--- config.mk ---
export PLATFORM = sky130hd
export DESIGN_NAME = dual_formant_bandpass_mixer_core
export DESIGN_NICKNAME = d
export VERILOG_FILES = /design/src/rtl/dfbm_pkg.sv /design/src/rtl/dfbm_seq.sv /design/src/rtl/dual_formant_bandpass_mixer_core.sv
export SDC_FILE = /design/constraint.sdc
export NUM_CORES = 2
export LEC_CHECK = 0
export ABC_AREA = 1
export BUFFER_PORTS_ARGS = -buffer_cell sky130_fd_sc_hd__buf_4
export CAP_MARGIN = 20
export CORE_MARGIN = 4
export CORE_UTILIZATION = 40
export CTS_CLUSTER_DIAMETER = 100
export DETAILED_ROUTE_END_ITERATION = 8
export MAX_ROUTING_LAYER = met4
export PLACE_DENSITY = 0.64
export SLEW_MARGIN = 40
export SYNTH_ARGS = -nofsm -noshare
export SYNTH_HDL_FRONTEND = slang
export SYNTH_SLANG_ARGS = --single-unit
--- constraint.sdc ---
create_clock -name clk_i -period 22 [get_ports clk_i]
set_input_delay 4.4 -clock clk_i [delete_from_list [all_inputs] [get_ports clk_i]]
set_output_delay 4.4 -clock clk_i [all_outputs]
set_load 0.01 [all_outputs]
--- src/rtl/dfbm_pkg.sv ---
// Shared types, constants and the microcode program of the dual formant bandpass mixer.
package dfbm_pkg;

  localparam int DefSampleBits   = 16;
  localparam int DefCoefFracBits = 22;

  localparam int HistFrac   = 8;
  localparam int WeightFrac = 16;
  localparam int WeightW    = WeightFrac + 1;
  localparam int B0W        = 23;
  localparam int CoefW      = 24;
  localparam int CwW        = 2 * WeightFrac + 1;
  localparam int MulBW      = CwW + 1;

  localparam int CfgIdxW  = 3;
  localparam int CfgDataW = 24;

  localparam logic [CfgIdxW-1:0] RegLowB0   = 3'd0;
  localparam logic [CfgIdxW-1:0] RegLowA1   = 3'd1;
  localparam logic [CfgIdxW-1:0] RegLowA2   = 3'd2;
  localparam logic [CfgIdxW-1:0] RegHighB0  = 3'd3;
  localparam logic [CfgIdxW-1:0] RegHighA1  = 3'd4;
  localparam logic [CfgIdxW-1:0] RegHighA2  = 3'd5;
  localparam logic [CfgIdxW-1:0] RegDry     = 3'd6;
  localparam logic [CfgIdxW-1:0] RegBalance = 3'd7;

  localparam logic [WeightW-1:0] WeightOne = 17'h10000;

  localparam logic [B0W-1:0]          RstLowB0   = 23'd17076;
  localparam logic signed [CoefW-1:0] RstLowA1   = -24'sd8336560;
  localparam logic signed [CoefW-1:0] RstLowA2   = 24'sd4160153;
  localparam logic [B0W-1:0]          RstHighB0  = 23'd40518;
  localparam logic signed [CoefW-1:0] RstHighA1  = -24'sd8147943;
  localparam logic signed [CoefW-1:0] RstHighA2  = 24'sd4113270;
  localparam logic [WeightW-1:0]      RstDry     = 17'd19661;
  localparam logic [WeightW-1:0]      RstBalance = 17'd39322;

  localparam int PcW     = 4;
  localparam int ProgLen = 14;

  typedef enum logic [3:0] {
    A_XD, A_YL1, A_YL2, A_YH1, A_YH2, A_W, A_NW, A_X, A_FL, A_FH
  } a_sel_e;

  typedef enum logic [3:0] {
    B_B0L, B_A1L, B_A2L, B_B0H, B_A1H, B_A2H, B_ND, B_D, B_CW1, B_CW2
  } b_sel_e;

  typedef enum logic [1:0] {
    BASE_ACC, BASE_RND_F, BASE_RND_M
  } base_e;

  typedef enum logic [1:0] {
    SH_NONE, SH_HIST, SH_MIX
  } shift_e;

  typedef enum logic [1:0] {
    C_NONE, C_NO_IN, C_OUT_BUSY
  } cond_e;

  typedef struct packed {
    logic             in_rdy;
    a_sel_e           a_sel;
    b_sel_e           b_sel;
    base_e            base;
    logic             add_en;
    logic             neg;
    shift_e           shf;
    logic             st_fl;
    logic             st_fh;
    logic             st_cw1;
    logic             st_cw2;
    logic             fin;
    cond_e            cond;
    logic [PcW-1:0]   tgt;
  } ctrl_t;

  typedef struct packed {
    logic in_valid;
    logic out_busy;
  } stat_t;

  // The product register lags the operand selection by one step, so the
  // accumulator field of a word always consumes the product chosen one word earlier.
  function automatic ctrl_t rom_word(logic [PcW-1:0] pc);
    ctrl_t w;
    w = '0;
    case (pc)
      4'd0: begin
        w.in_rdy = 1'b1;
        w.cond   = C_NO_IN;
        w.tgt    = 4'd0;
      end
      4'd1: begin
        w.a_sel = A_XD;  w.b_sel = B_B0L;
      end
      4'd2: begin
        w.a_sel = A_YL1; w.b_sel = B_A1L;
        w.base = BASE_RND_F; w.add_en = 1'b1; w.shf = SH_HIST;
      end
      4'd3: begin
        w.a_sel = A_YL2; w.b_sel = B_A2L;
        w.add_en = 1'b1; w.neg = 1'b1;
      end
      4'd4: begin
        w.a_sel = A_XD;  w.b_sel = B_B0H;
        w.add_en = 1'b1; w.neg = 1'b1;
      end
      4'd5: begin
        w.a_sel = A_YH1; w.b_sel = B_A1H; w.st_fl = 1'b1;
        w.base = BASE_RND_F; w.add_en = 1'b1; w.shf = SH_HIST;
      end
      4'd6: begin
        w.a_sel = A_YH2; w.b_sel = B_A2H;
        w.add_en = 1'b1; w.neg = 1'b1;
      end
      4'd7: begin
        w.a_sel = A_W;   w.b_sel = B_ND;
        w.add_en = 1'b1; w.neg = 1'b1;
      end
      4'd8: begin
        w.a_sel = A_NW;  w.b_sel = B_ND;
        w.st_fh = 1'b1;  w.st_cw1 = 1'b1;
      end
      4'd9: begin
        w.a_sel = A_X;   w.b_sel = B_D; w.st_cw2 = 1'b1;
      end
      4'd10: begin
        w.a_sel = A_FL;  w.b_sel = B_CW1;
        w.base = BASE_RND_M; w.add_en = 1'b1; w.shf = SH_MIX;
      end
      4'd11: begin
        w.a_sel = A_FH;  w.b_sel = B_CW2; w.add_en = 1'b1;
      end
      4'd12: begin
        w.add_en = 1'b1;
      end
      4'd13: begin
        w.fin  = 1'b1;
        w.cond = C_OUT_BUSY;
        w.tgt  = 4'd13;
      end
      default: begin
        w.cond = C_NONE;
      end
    endcase
    return w;
  endfunction

endpackage

--- src/rtl/dfbm_seq.sv ---
// Microcode sequencer: step counter, program table and conditional jumps.
module dfbm_seq (
  input  logic                clk_i,
  input  logic                rst_ni,
  input  dfbm_pkg::stat_t     stat_i,
  output dfbm_pkg::ctrl_t     ctrl_o
);
  import dfbm_pkg::*;

  logic [PcW-1:0] pc_q, pc_d;
  ctrl_t          word;
  logic           take;

  assign word   = rom_word(pc_q);
  assign ctrl_o = word;

  always_comb begin
    case (word.cond)
      C_NO_IN:    take = !stat_i.in_valid;
      C_OUT_BUSY: take = stat_i.out_busy;
      default:    take = 1'b0;
    endcase
  end

  always_comb begin
    if (take) begin
      pc_d = word.tgt;
    end else if (pc_q == PcW'(ProgLen - 1)) begin
      pc_d = '0;
    end else begin
      pc_d = pc_q + 1'b1;
    end
  end

  always_ff @(posedge clk_i or negedge rst_ni) begin
    if (!rst_ni) begin
      pc_q <= '0;
    end else begin
      pc_q <= pc_d;
    end
  end

endmodule

--- src/rtl/dual_formant_bandpass_mixer_core.sv ---
// Top level of the dual formant bandpass mixer: configuration, datapath and output register.
//
// One input beat carries a signed sample; it runs through two bandpass biquads
// in parallel, their outputs are blended by a balance weight and mixed with the
// dry sample, and one output beat carries the saturated result.
// Both sample channels use valid and ready. The configuration channel writes one
// register per beat by index and is always ready; write it only while idle.
// All multiplies and accumulations run through one shared multiplier and one accumulator under a
// fourteen-step microcode program, one multiply per step.
// An input beat is taken in the idle step; its output beat is offered once the final step
// has written the output register, and the next input is taken only back in the idle step.
// The finished sample waits in an output register, so the block goes back to idle
// while it is pending; if the receiver stalls, the next sample holds in the final
// step until the output register is free.
// Reset clears the filter histories and the output valid, and loads the default
// coefficients and weights.
module dual_formant_bandpass_mixer_core #(
  parameter int SampleBits   = dfbm_pkg::DefSampleBits,
  parameter int CoefFracBits = dfbm_pkg::DefCoefFracBits
) (
  input  logic                          clk_i,
  input  logic                          rst_ni,
  input  logic                          in_valid_i,
  output logic                          in_ready_o,
  input  logic signed [SampleBits-1:0]  sample_in_i,
  output logic                          out_valid_o,
  input  logic                          out_ready_i,
  output logic signed [SampleBits-1:0]  sample_out_o,
  input  logic                          cfg_valid_i,
  output logic                          cfg_ready_o,
  input  logic [dfbm_pkg::CfgIdxW-1:0]  cfg_index_i,
  input  logic [dfbm_pkg::CfgDataW-1:0] cfg_data_i
);
  import dfbm_pkg::*;

  localparam int HistBits = SampleBits + HistFrac;
  localparam int MulAW    = (HistBits + 1 > WeightW + 1) ? HistBits + 1 : WeightW + 1;
  localparam int ProdW    = MulAW + MulBW;
  localparam int AccW     = HistBits + 34;
  localparam int MixShift = HistFrac + 2 * WeightFrac;

  localparam logic signed [AccW-1:0] RndF = {{(AccW-1){1'b0}}, 1'b1} << (CoefFracBits - 1);
  localparam logic signed [AccW-1:0] RndM = {{(AccW-1){1'b0}}, 1'b1} << (MixShift - 1);

  ctrl_t ctrl;
  stat_t stat;

  logic [B0W-1:0]          low_b0_q, high_b0_q;
  logic signed [CoefW-1:0] low_a1_q, low_a2_q, high_a1_q, high_a2_q;
  logic [WeightW-1:0]      dry_q, bal_q, wclamp;

  logic signed [SampleBits-1:0] x_q, x1_q, x2_q;
  logic signed [HistBits-1:0]   yl1_q, yl2_q, yh1_q, yh2_q, fl_q, fh_q, f_res;
  logic [CwW-1:0]               cw1_q, cw2_q;
  logic signed [SampleBits:0]   xdiff;
  logic [WeightW-1:0]           nd, nw;

  logic signed [MulAW-1:0] mul_a;
  logic signed [MulBW-1:0] mul_b;
  logic signed [ProdW-1:0] prod_q, prod_d;
  logic signed [AccW-1:0]  acc_q, acc_d, term, shifted, base;

  logic signed [AccW-1:0]       fsh, msh;
  logic                         f_ovf, m_ovf;
  logic signed [SampleBits-1:0] m_res, out_q;
  logic                         out_valid_q, out_busy, fin_go, in_acc;

  dfbm_seq u_seq (
    .clk_i  (clk_i),
    .rst_ni (rst_ni),
    .stat_i (stat),
    .ctrl_o (ctrl)
  );

  assign out_busy      = out_valid_q && !out_ready_i;
  assign stat.in_valid = in_valid_i;
  assign stat.out_busy = out_busy;
  assign fin_go        = ctrl.fin && !out_busy;
  assign in_ready_o    = ctrl.in_rdy;
  assign in_acc        = in_valid_i && ctrl.in_rdy;
  assign out_valid_o   = out_valid_q;
  assign sample_out_o  = out_q;
  assign cfg_ready_o   = 1'b1;

  assign wclamp = (cfg_data_i[WeightFrac] && |cfg_data_i[WeightFrac-1:0]) ? WeightOne
                                                                          : cfg_data_i[WeightW-1:0];

  assign xdiff = {x_q[SampleBits-1], x_q} - {x2_q[SampleBits-1], x2_q};
  assign nd    = WeightOne - dry_q;
  assign nw    = WeightOne - bal_q;

  always_comb begin
    case (ctrl.a_sel)
      A_XD:    mul_a = {{(MulAW-SampleBits-1){xdiff[SampleBits]}}, xdiff};
      A_YL1:   mul_a = {{(MulAW-HistBits){yl1_q[HistBits-1]}}, yl1_q};
      A_YL2:   mul_a = {{(MulAW-HistBits){yl2_q[HistBits-1]}}, yl2_q};
      A_YH1:   mul_a = {{(MulAW-HistBits){yh1_q[HistBits-1]}}, yh1_q};
      A_YH2:   mul_a = {{(MulAW-HistBits){yh2_q[HistBits-1]}}, yh2_q};
      A_W:     mul_a = {{(MulAW-WeightW){1'b0}}, bal_q};
      A_NW:    mul_a = {{(MulAW-WeightW){1'b0}}, nw};
      A_X:     mul_a = {{(MulAW-SampleBits){x_q[SampleBits-1]}}, x_q};
      A_FL:    mul_a = {{(MulAW-HistBits){fl_q[HistBits-1]}}, fl_q};
      A_FH:    mul_a = {{(MulAW-HistBits){fh_q[HistBits-1]}}, fh_q};
      default: mul_a = '0;
    endcase
  end

  always_comb begin
    case (ctrl.b_sel)
      B_B0L:   mul_b = {{(MulBW-B0W){1'b0}}, low_b0_q};
      B_A1L:   mul_b = {{(MulBW-CoefW){low_a1_q[CoefW-1]}}, low_a1_q};
      B_A2L:   mul_b = {{(MulBW-CoefW){low_a2_q[CoefW-1]}}, low_a2_q};
      B_B0H:   mul_b = {{(MulBW-B0W){1'b0}}, high_b0_q};
      B_A1H:   mul_b = {{(MulBW-CoefW){high_a1_q[CoefW-1]}}, high_a1_q};
      B_A2H:   mul_b = {{(MulBW-CoefW){high_a2_q[CoefW-1]}}, high_a2_q};
      B_ND:    mul_b = {{(MulBW-WeightW){1'b0}}, nd};
      B_D:     mul_b = {{(MulBW-WeightW){1'b0}}, dry_q};
      B_CW1:   mul_b = {{(MulBW-CwW){1'b0}}, cw1_q};
      B_CW2:   mul_b = {{(MulBW-CwW){1'b0}}, cw2_q};
      default: mul_b = '0;
    endcase
  end

  assign prod_d = mul_a * mul_b;
  assign term   = prod_q[AccW-1:0];

  always_comb begin
    case (ctrl.shf)
      SH_HIST: shifted = term <<< HistFrac;
      SH_MIX:  shifted = term <<< (HistFrac + WeightFrac);
      default: shifted = term;
    endcase
  end

  always_comb begin
    case (ctrl.base)
      BASE_RND_F: base = RndF;
      BASE_RND_M: base = RndM;
      default:    base = acc_q;
    endcase
  end

  assign acc_d = ctrl.add_en ? (ctrl.neg ? base - shifted : base + shifted) : base;

  assign fsh   = acc_q >>> CoefFracBits;
  assign f_ovf = !(&fsh[AccW-1:HistBits-1] || !(|fsh[AccW-1:HistBits-1]));
  assign f_res = f_ovf ? (fsh[AccW-1] ? {1'b1, {(HistBits-1){1'b0}}}
                                      : {1'b0, {(HistBits-1){1'b1}}})
                       : fsh[HistBits-1:0];

  assign msh   = acc_q >>> MixShift;
  assign m_ovf = !(&msh[AccW-1:SampleBits-1] || !(|msh[AccW-1:SampleBits-1]));
  assign m_res = m_ovf ? (msh[AccW-1] ? {1'b1, {(SampleBits-1){1'b0}}}
                                      : {1'b0, {(SampleBits-1){1'b1}}})
                       : msh[SampleBits-1:0];

  always_ff @(posedge clk_i) begin
    prod_q <= prod_d;
    acc_q  <= acc_d;
    if (in_acc) begin
      x_q <= sample_in_i;
    end
    if (ctrl.st_fl) begin
      fl_q <= f_res;
    end
    if (ctrl.st_fh) begin
      fh_q <= f_res;
    end
    if (ctrl.st_cw1) begin
      cw1_q <= prod_q[CwW-1:0];
    end
    if (ctrl.st_cw2) begin
      cw2_q <= prod_q[CwW-1:0];
    end
    if (fin_go) begin
      out_q <= m_res;
    end
  end

  always_ff @(posedge clk_i or negedge rst_ni) begin
    if (!rst_ni) begin
      out_valid_q <= 1'b0;
      x1_q        <= '0;
      x2_q        <= '0;
      yl1_q       <= '0;
      yl2_q       <= '0;
      yh1_q       <= '0;
      yh2_q       <= '0;
    end else begin
      if (fin_go) begin
        out_valid_q <= 1'b1;
        x1_q        <= x_q;
        x2_q        <= x1_q;
        yl1_q       <= fl_q;
        yl2_q       <= yl1_q;
        yh1_q       <= fh_q;
        yh2_q       <= yh1_q;
      end else if (out_ready_i) begin
        out_valid_q <= 1'b0;
      end
    end
  end

  always_ff @(posedge clk_i or negedge rst_ni) begin
    if (!rst_ni) begin
      low_b0_q  <= RstLowB0;
      low_a1_q  <= RstLowA1;
      low_a2_q  <= RstLowA2;
      high_b0_q <= RstHighB0;
      high_a1_q <= RstHighA1;
      high_a2_q <= RstHighA2;
      dry_q     <= RstDry;
      bal_q     <= RstBalance;
    end else if (cfg_valid_i) begin
      case (cfg_index_i)
        RegLowB0:   low_b0_q  <= cfg_data_i[B0W-1:0];
        RegLowA1:   low_a1_q  <= cfg_data_i[CoefW-1:0];
        RegLowA2:   low_a2_q  <= cfg_data_i[CoefW-1:0];
        RegHighB0:  high_b0_q <= cfg_data_i[B0W-1:0];
        RegHighA1:  high_a1_q <= cfg_data_i[CoefW-1:0];
        RegHighA2:  high_a2_q <= cfg_data_i[CoefW-1:0];
        RegDry:     dry_q     <= wclamp;
        RegBalance: bal_q     <= wclamp;
        default:    dry_q     <= dry_q;
      endcase
    end
  end

endmodule

==> reports/qor.yml <==
result_of_the_run: "complete, no violations"
finalSetupTns_ns: 0
ys.flop_type: "sky130_fd_sc_hd__dfrtp_1"
layout.filler_cells: 15200
antenna_found_initial: 6
timing.rr.start: "u_seq.pc_q[2]$_DFF_PN0_"
synth_area_mm2: 0.0607
worst_min_delay_path_startpoint: "fh_q[22]$_DFFE_PP_"
skew_ns: 0.0433
clock_path_buffers: 3
yosys.area.top_type: "sky130_fd_sc_hd__fa_1"
detail_route.wl_per_cell_um: 22.6
cts_tree: "built"
worst_r2r_endpoint: "prod_q[56]$_DFF_P_"
synth.distinct_cells: 63
row_count: 142
final_min_period_over_clock_period_pct: 47.6
clock_insertion_delay_worst_skew_ns: 0.67
synth_nets: 8732
vias_in_the_first_global_route: 53000
max_clock_freq_mhz: 95.5
worstPathMaxFanout: 27
largest_net_degree_at_the_start_of_global_routing: 170
synth_enable_flop_cells: 146
maxCapViolCount: 0
reg2reg_slack_ns: 11.53
synth_largest_type_area_fraction_pct: 28.3
hold_end: "yh1_q[22]$_DFFE_PN0P_"
multi_input_comb_area_mm2: 0.0392
slew_headroom_pct: 36.1
die_w_um: 397
post_cts_resized: 0
share_of_layout_cells_above_drive_strength_1_pct: 6.08
gr-total-overflow: 0
reg2reg_depth: 30
worst_ep_arrival_time_ns: 11.01
syn-mean-instance-area_um2: 8.00
fin_crit_ns: 10.47
final-hold-violation-count: 0
io_buffers: 65
cts_hold_repair.buffers: 0
cts-htree-levels: 2
worstMarginPinSlew_ns: 0.956
clockRootBuffer: "sky130_fd_sc_hd__clkbuf_16"
drtPass1Iterations: 6
floorplan.io_pins: 67
synthMostInstantiatedCell: "sky130_fd_sc_hd__nand2_1"
globalplace.congestion: 1.01
synthTopCellsByCount: "sky130_fd_sc_hd__nand2_1 (1798), sky130_fd_sc_hd__inv_1 (1494), sky130_fd_sc_hd__fa_1 (859), sky130_fd_sc_hd__nor2_1 (732), sky130_fd_sc_hd__o21ai_0 (542)"
remaining_drc_errors: 0
avgViaCountPerCell: 5.37
share_of_synthesized_flip_flops_with_an_asynchronous_set_or_reset_pct: 54.1
tritoncts_num_sinks: 571
synth_sequential_area_ratio_pct: 24.0
yosys_register_bits: 571
cts_setup_buffers: 0
cp_slowest_stage_delay_ns: 0.69
ys_top_cells_by_area: "sky130_fd_sc_hd__fa_1 (28%), sky130_fd_sc_hd__nand2_1 (11%), sky130_fd_sc_hd__dfrtp_1 (9.6%)"
global_route.usage.total_pct: 28.4
num-nets-final: 8672
vias: 51600
area_delta_synth_final_pct: 7.59
die_height_um: 397
first_pass_grt_wire_length_um: 329000
setup_repair_after_global_routing_missed_its_margin: "no"
cp_data_required_time_ns: 22.54
worst_setup_start_kind: "flip-flop"
timing_max_transition_violations_final: 0
setup_viol: 0
area_of_the_placeable_core_mm2: 0.150
drt_wl_total_um: 217000
worstHoldPathType: "reg2reg"
fp.dieArea_mm2: 0.158
cts_made_buffers: 61
timing_worst_setup_path_type: "reg2reg"
route.antenna.remaining_nets: 0
yosysWarningCount: 0
seq_area_mm2: 0.0145
worst_path_max_delay_cell: "sky130_fd_sc_hd__nand3_2"
drt_first_iter_violations: 4504
start_util_pct: 40.4
clk_pin_slew_worst_paths_ns: 0.07
setup.worst_path.end_class: "flip-flop"
synthCells: 7588
hold-path-cell-count: 2
hpwl_detailed_um: 171000
==> critical path, delay by kind of cell, from the launching register on <==
family | cells | cell delay [ns]
AO/OA/AOI/OAI | 2 | 0.29
XOR/XNOR | 1 | 0.17
adder cells (fa/ha/maj) | 8 | 4.08
buffers and inverters | 9 | 1.95
flip-flops | 1 | 0.50
AND/OR/NAND/NOR | 10 | 3.29
==> cell usage in the layout, fill, tap and decap left out, types with 27 or more instances in the layout <==
| master | count |
|---|---|
| sky130_fd_sc_hd__clkbuf_16 | 62 |
| sky130_fd_sc_hd__nand3_1 | 235 |
| sky130_fd_sc_hd__nor3_1 | 43 |
| sky130_fd_sc_hd__inv_1 | 1483 |
| sky130_fd_sc_hd__buf_4 | 145 |
| sky130_fd_sc_hd__dfrtp_1 | 232 |
| sky130_fd_sc_hd__ha_1 | 236 |
| sky130_fd_sc_hd__nand4_1 | 73 |
| sky130_fd_sc_hd__nand2_1 | 1796 |
| sky130_fd_sc_hd__fa_1 | 858 |
| sky130_fd_sc_hd__inv_2 | 41 |
| sky130_fd_sc_hd__xor2_1 | 74 |
| sky130_fd_sc_hd__edfxtp_1 | 146 |
| sky130_fd_sc_hd__a221oi_1 | 27 |
| sky130_fd_sc_hd__xnor2_1 | 52 |
| sky130_fd_sc_hd__nor2_1 | 729 |
| sky130_fd_sc_hd__a22o_1 | 66 |
| sky130_fd_sc_hd__a21oi_1 | 203 |
| sky130_fd_sc_hd__dfstp_2 | 77 |
| sky130_fd_sc_hd__o21ai_0 | 539 |
| sky130_fd_sc_hd__dfxtp_1 | 116 |
==> sequential cells by signal, indices dropped and copies added (netlist names), 16 cells and up <==
name / count
acc_q: 58
prod_q: 58
cw1_q: 33
cw2_q: 33
fh_q: 24
fl_q: 24
high_a1_q: 24
high_a2_q: 24
low_a1_q: 24
low_a2_q: 24
yh1_q: 24
yh2_q: 24
yl1_q: 24
yl2_q: 24
high_b0_q: 23
low_b0_q: 23
bal_q: 17
dry_q: 17
sample_out_o: 16
x1_q: 16
x2_q: 16
x_q: 16
==> final cells by class <==
type | instances | area share [%]
flip-flops and latches | 571 | 22.3
clock buffers | 73 | 2.50
well taps | 2016 | 3.86
multi-input cells | 5213 | 60.1
diodes | 2 | 0.00767
repair buffers | 151 | 1.81
inverters | 1530 | 8.80
clock inverters | 43 | 0.669
==> per-layer routing <==
metal / wire, µm / vias to the layer above / global-route usage [%]
li1: - / 23100 / -
met1: 91000 / 25700 / 37.4
met2: 99700 / 2204 / 44.6
met3: 16700 / 490 / 4.10
met4: 9950 / 0 / 10.5
met5: 0 / - / -
==> how the worst max path moves through the flow <==
stage / startpoint / to / slack [ns] / cells past startpoint
2_1_floorplan: u_seq.pc_q[2]$_DFF_PN0_ / prod_q[53]$_DFF_P_ / 14.28 / 26
3_3_place_gp: u_seq.pc_q[2]$_DFF_PN0_ / prod_q[44]$_DFF_P_ / 11.30 / 28
3_5_place_dp: u_seq.pc_q[2]$_DFF_PN0_ / prod_q[56]$_DFF_P_ / 11.77 / 30
4_1_cts: u_seq.pc_q[2]$_DFF_PN0_ / prod_q[56]$_DFF_P_ / 11.67 / 30
5_1_grt: u_seq.pc_q[2]$_DFF_PN0_ / prod_q[56]$_DFF_P_ / 11.10 / 30
6_report: u_seq.pc_q[2]$_DFF_PN0_ / prod_q[56]$_DFF_P_ / 11.53 / 30
==> stage by stage <==
step	setup WS (ns)	cells	hold slack (ns)	util [%]	cell area, µm²
floorplan	14.28	7588	0.442	-	60700
global placement	11.30	9480	0.454	42.0	63100
detailed placement	11.77	9481	0.459	42.0	63200
CTS	11.67	9597	0.454	43.4	65300
global route	11.10	9599	0.471	43.4	65300
finish	11.53	9599	0.449	43.4	65300
==> logic make-up after synthesis <==
| kind of cell | Yosys count | share of synthesized area, % |
|---|---|---|
| and+or+nand+nor | 2994 | 20.0 |
| buffers and inverters | 1804 | 11.6 |
| adders and majority gates | 1096 | 33.2 |
| AOI/OAI and AO/OA | 996 | 9.36 |
| DFF | 571 | 24.0 |
| xor gates and xnor gates | 126 | 1.82 |
| other | 1 | 0.00618 |
Power is left out: the tool's default activity adds up to more than one toggle a clock period on the data nets, which glitch-free logic cannot reach.
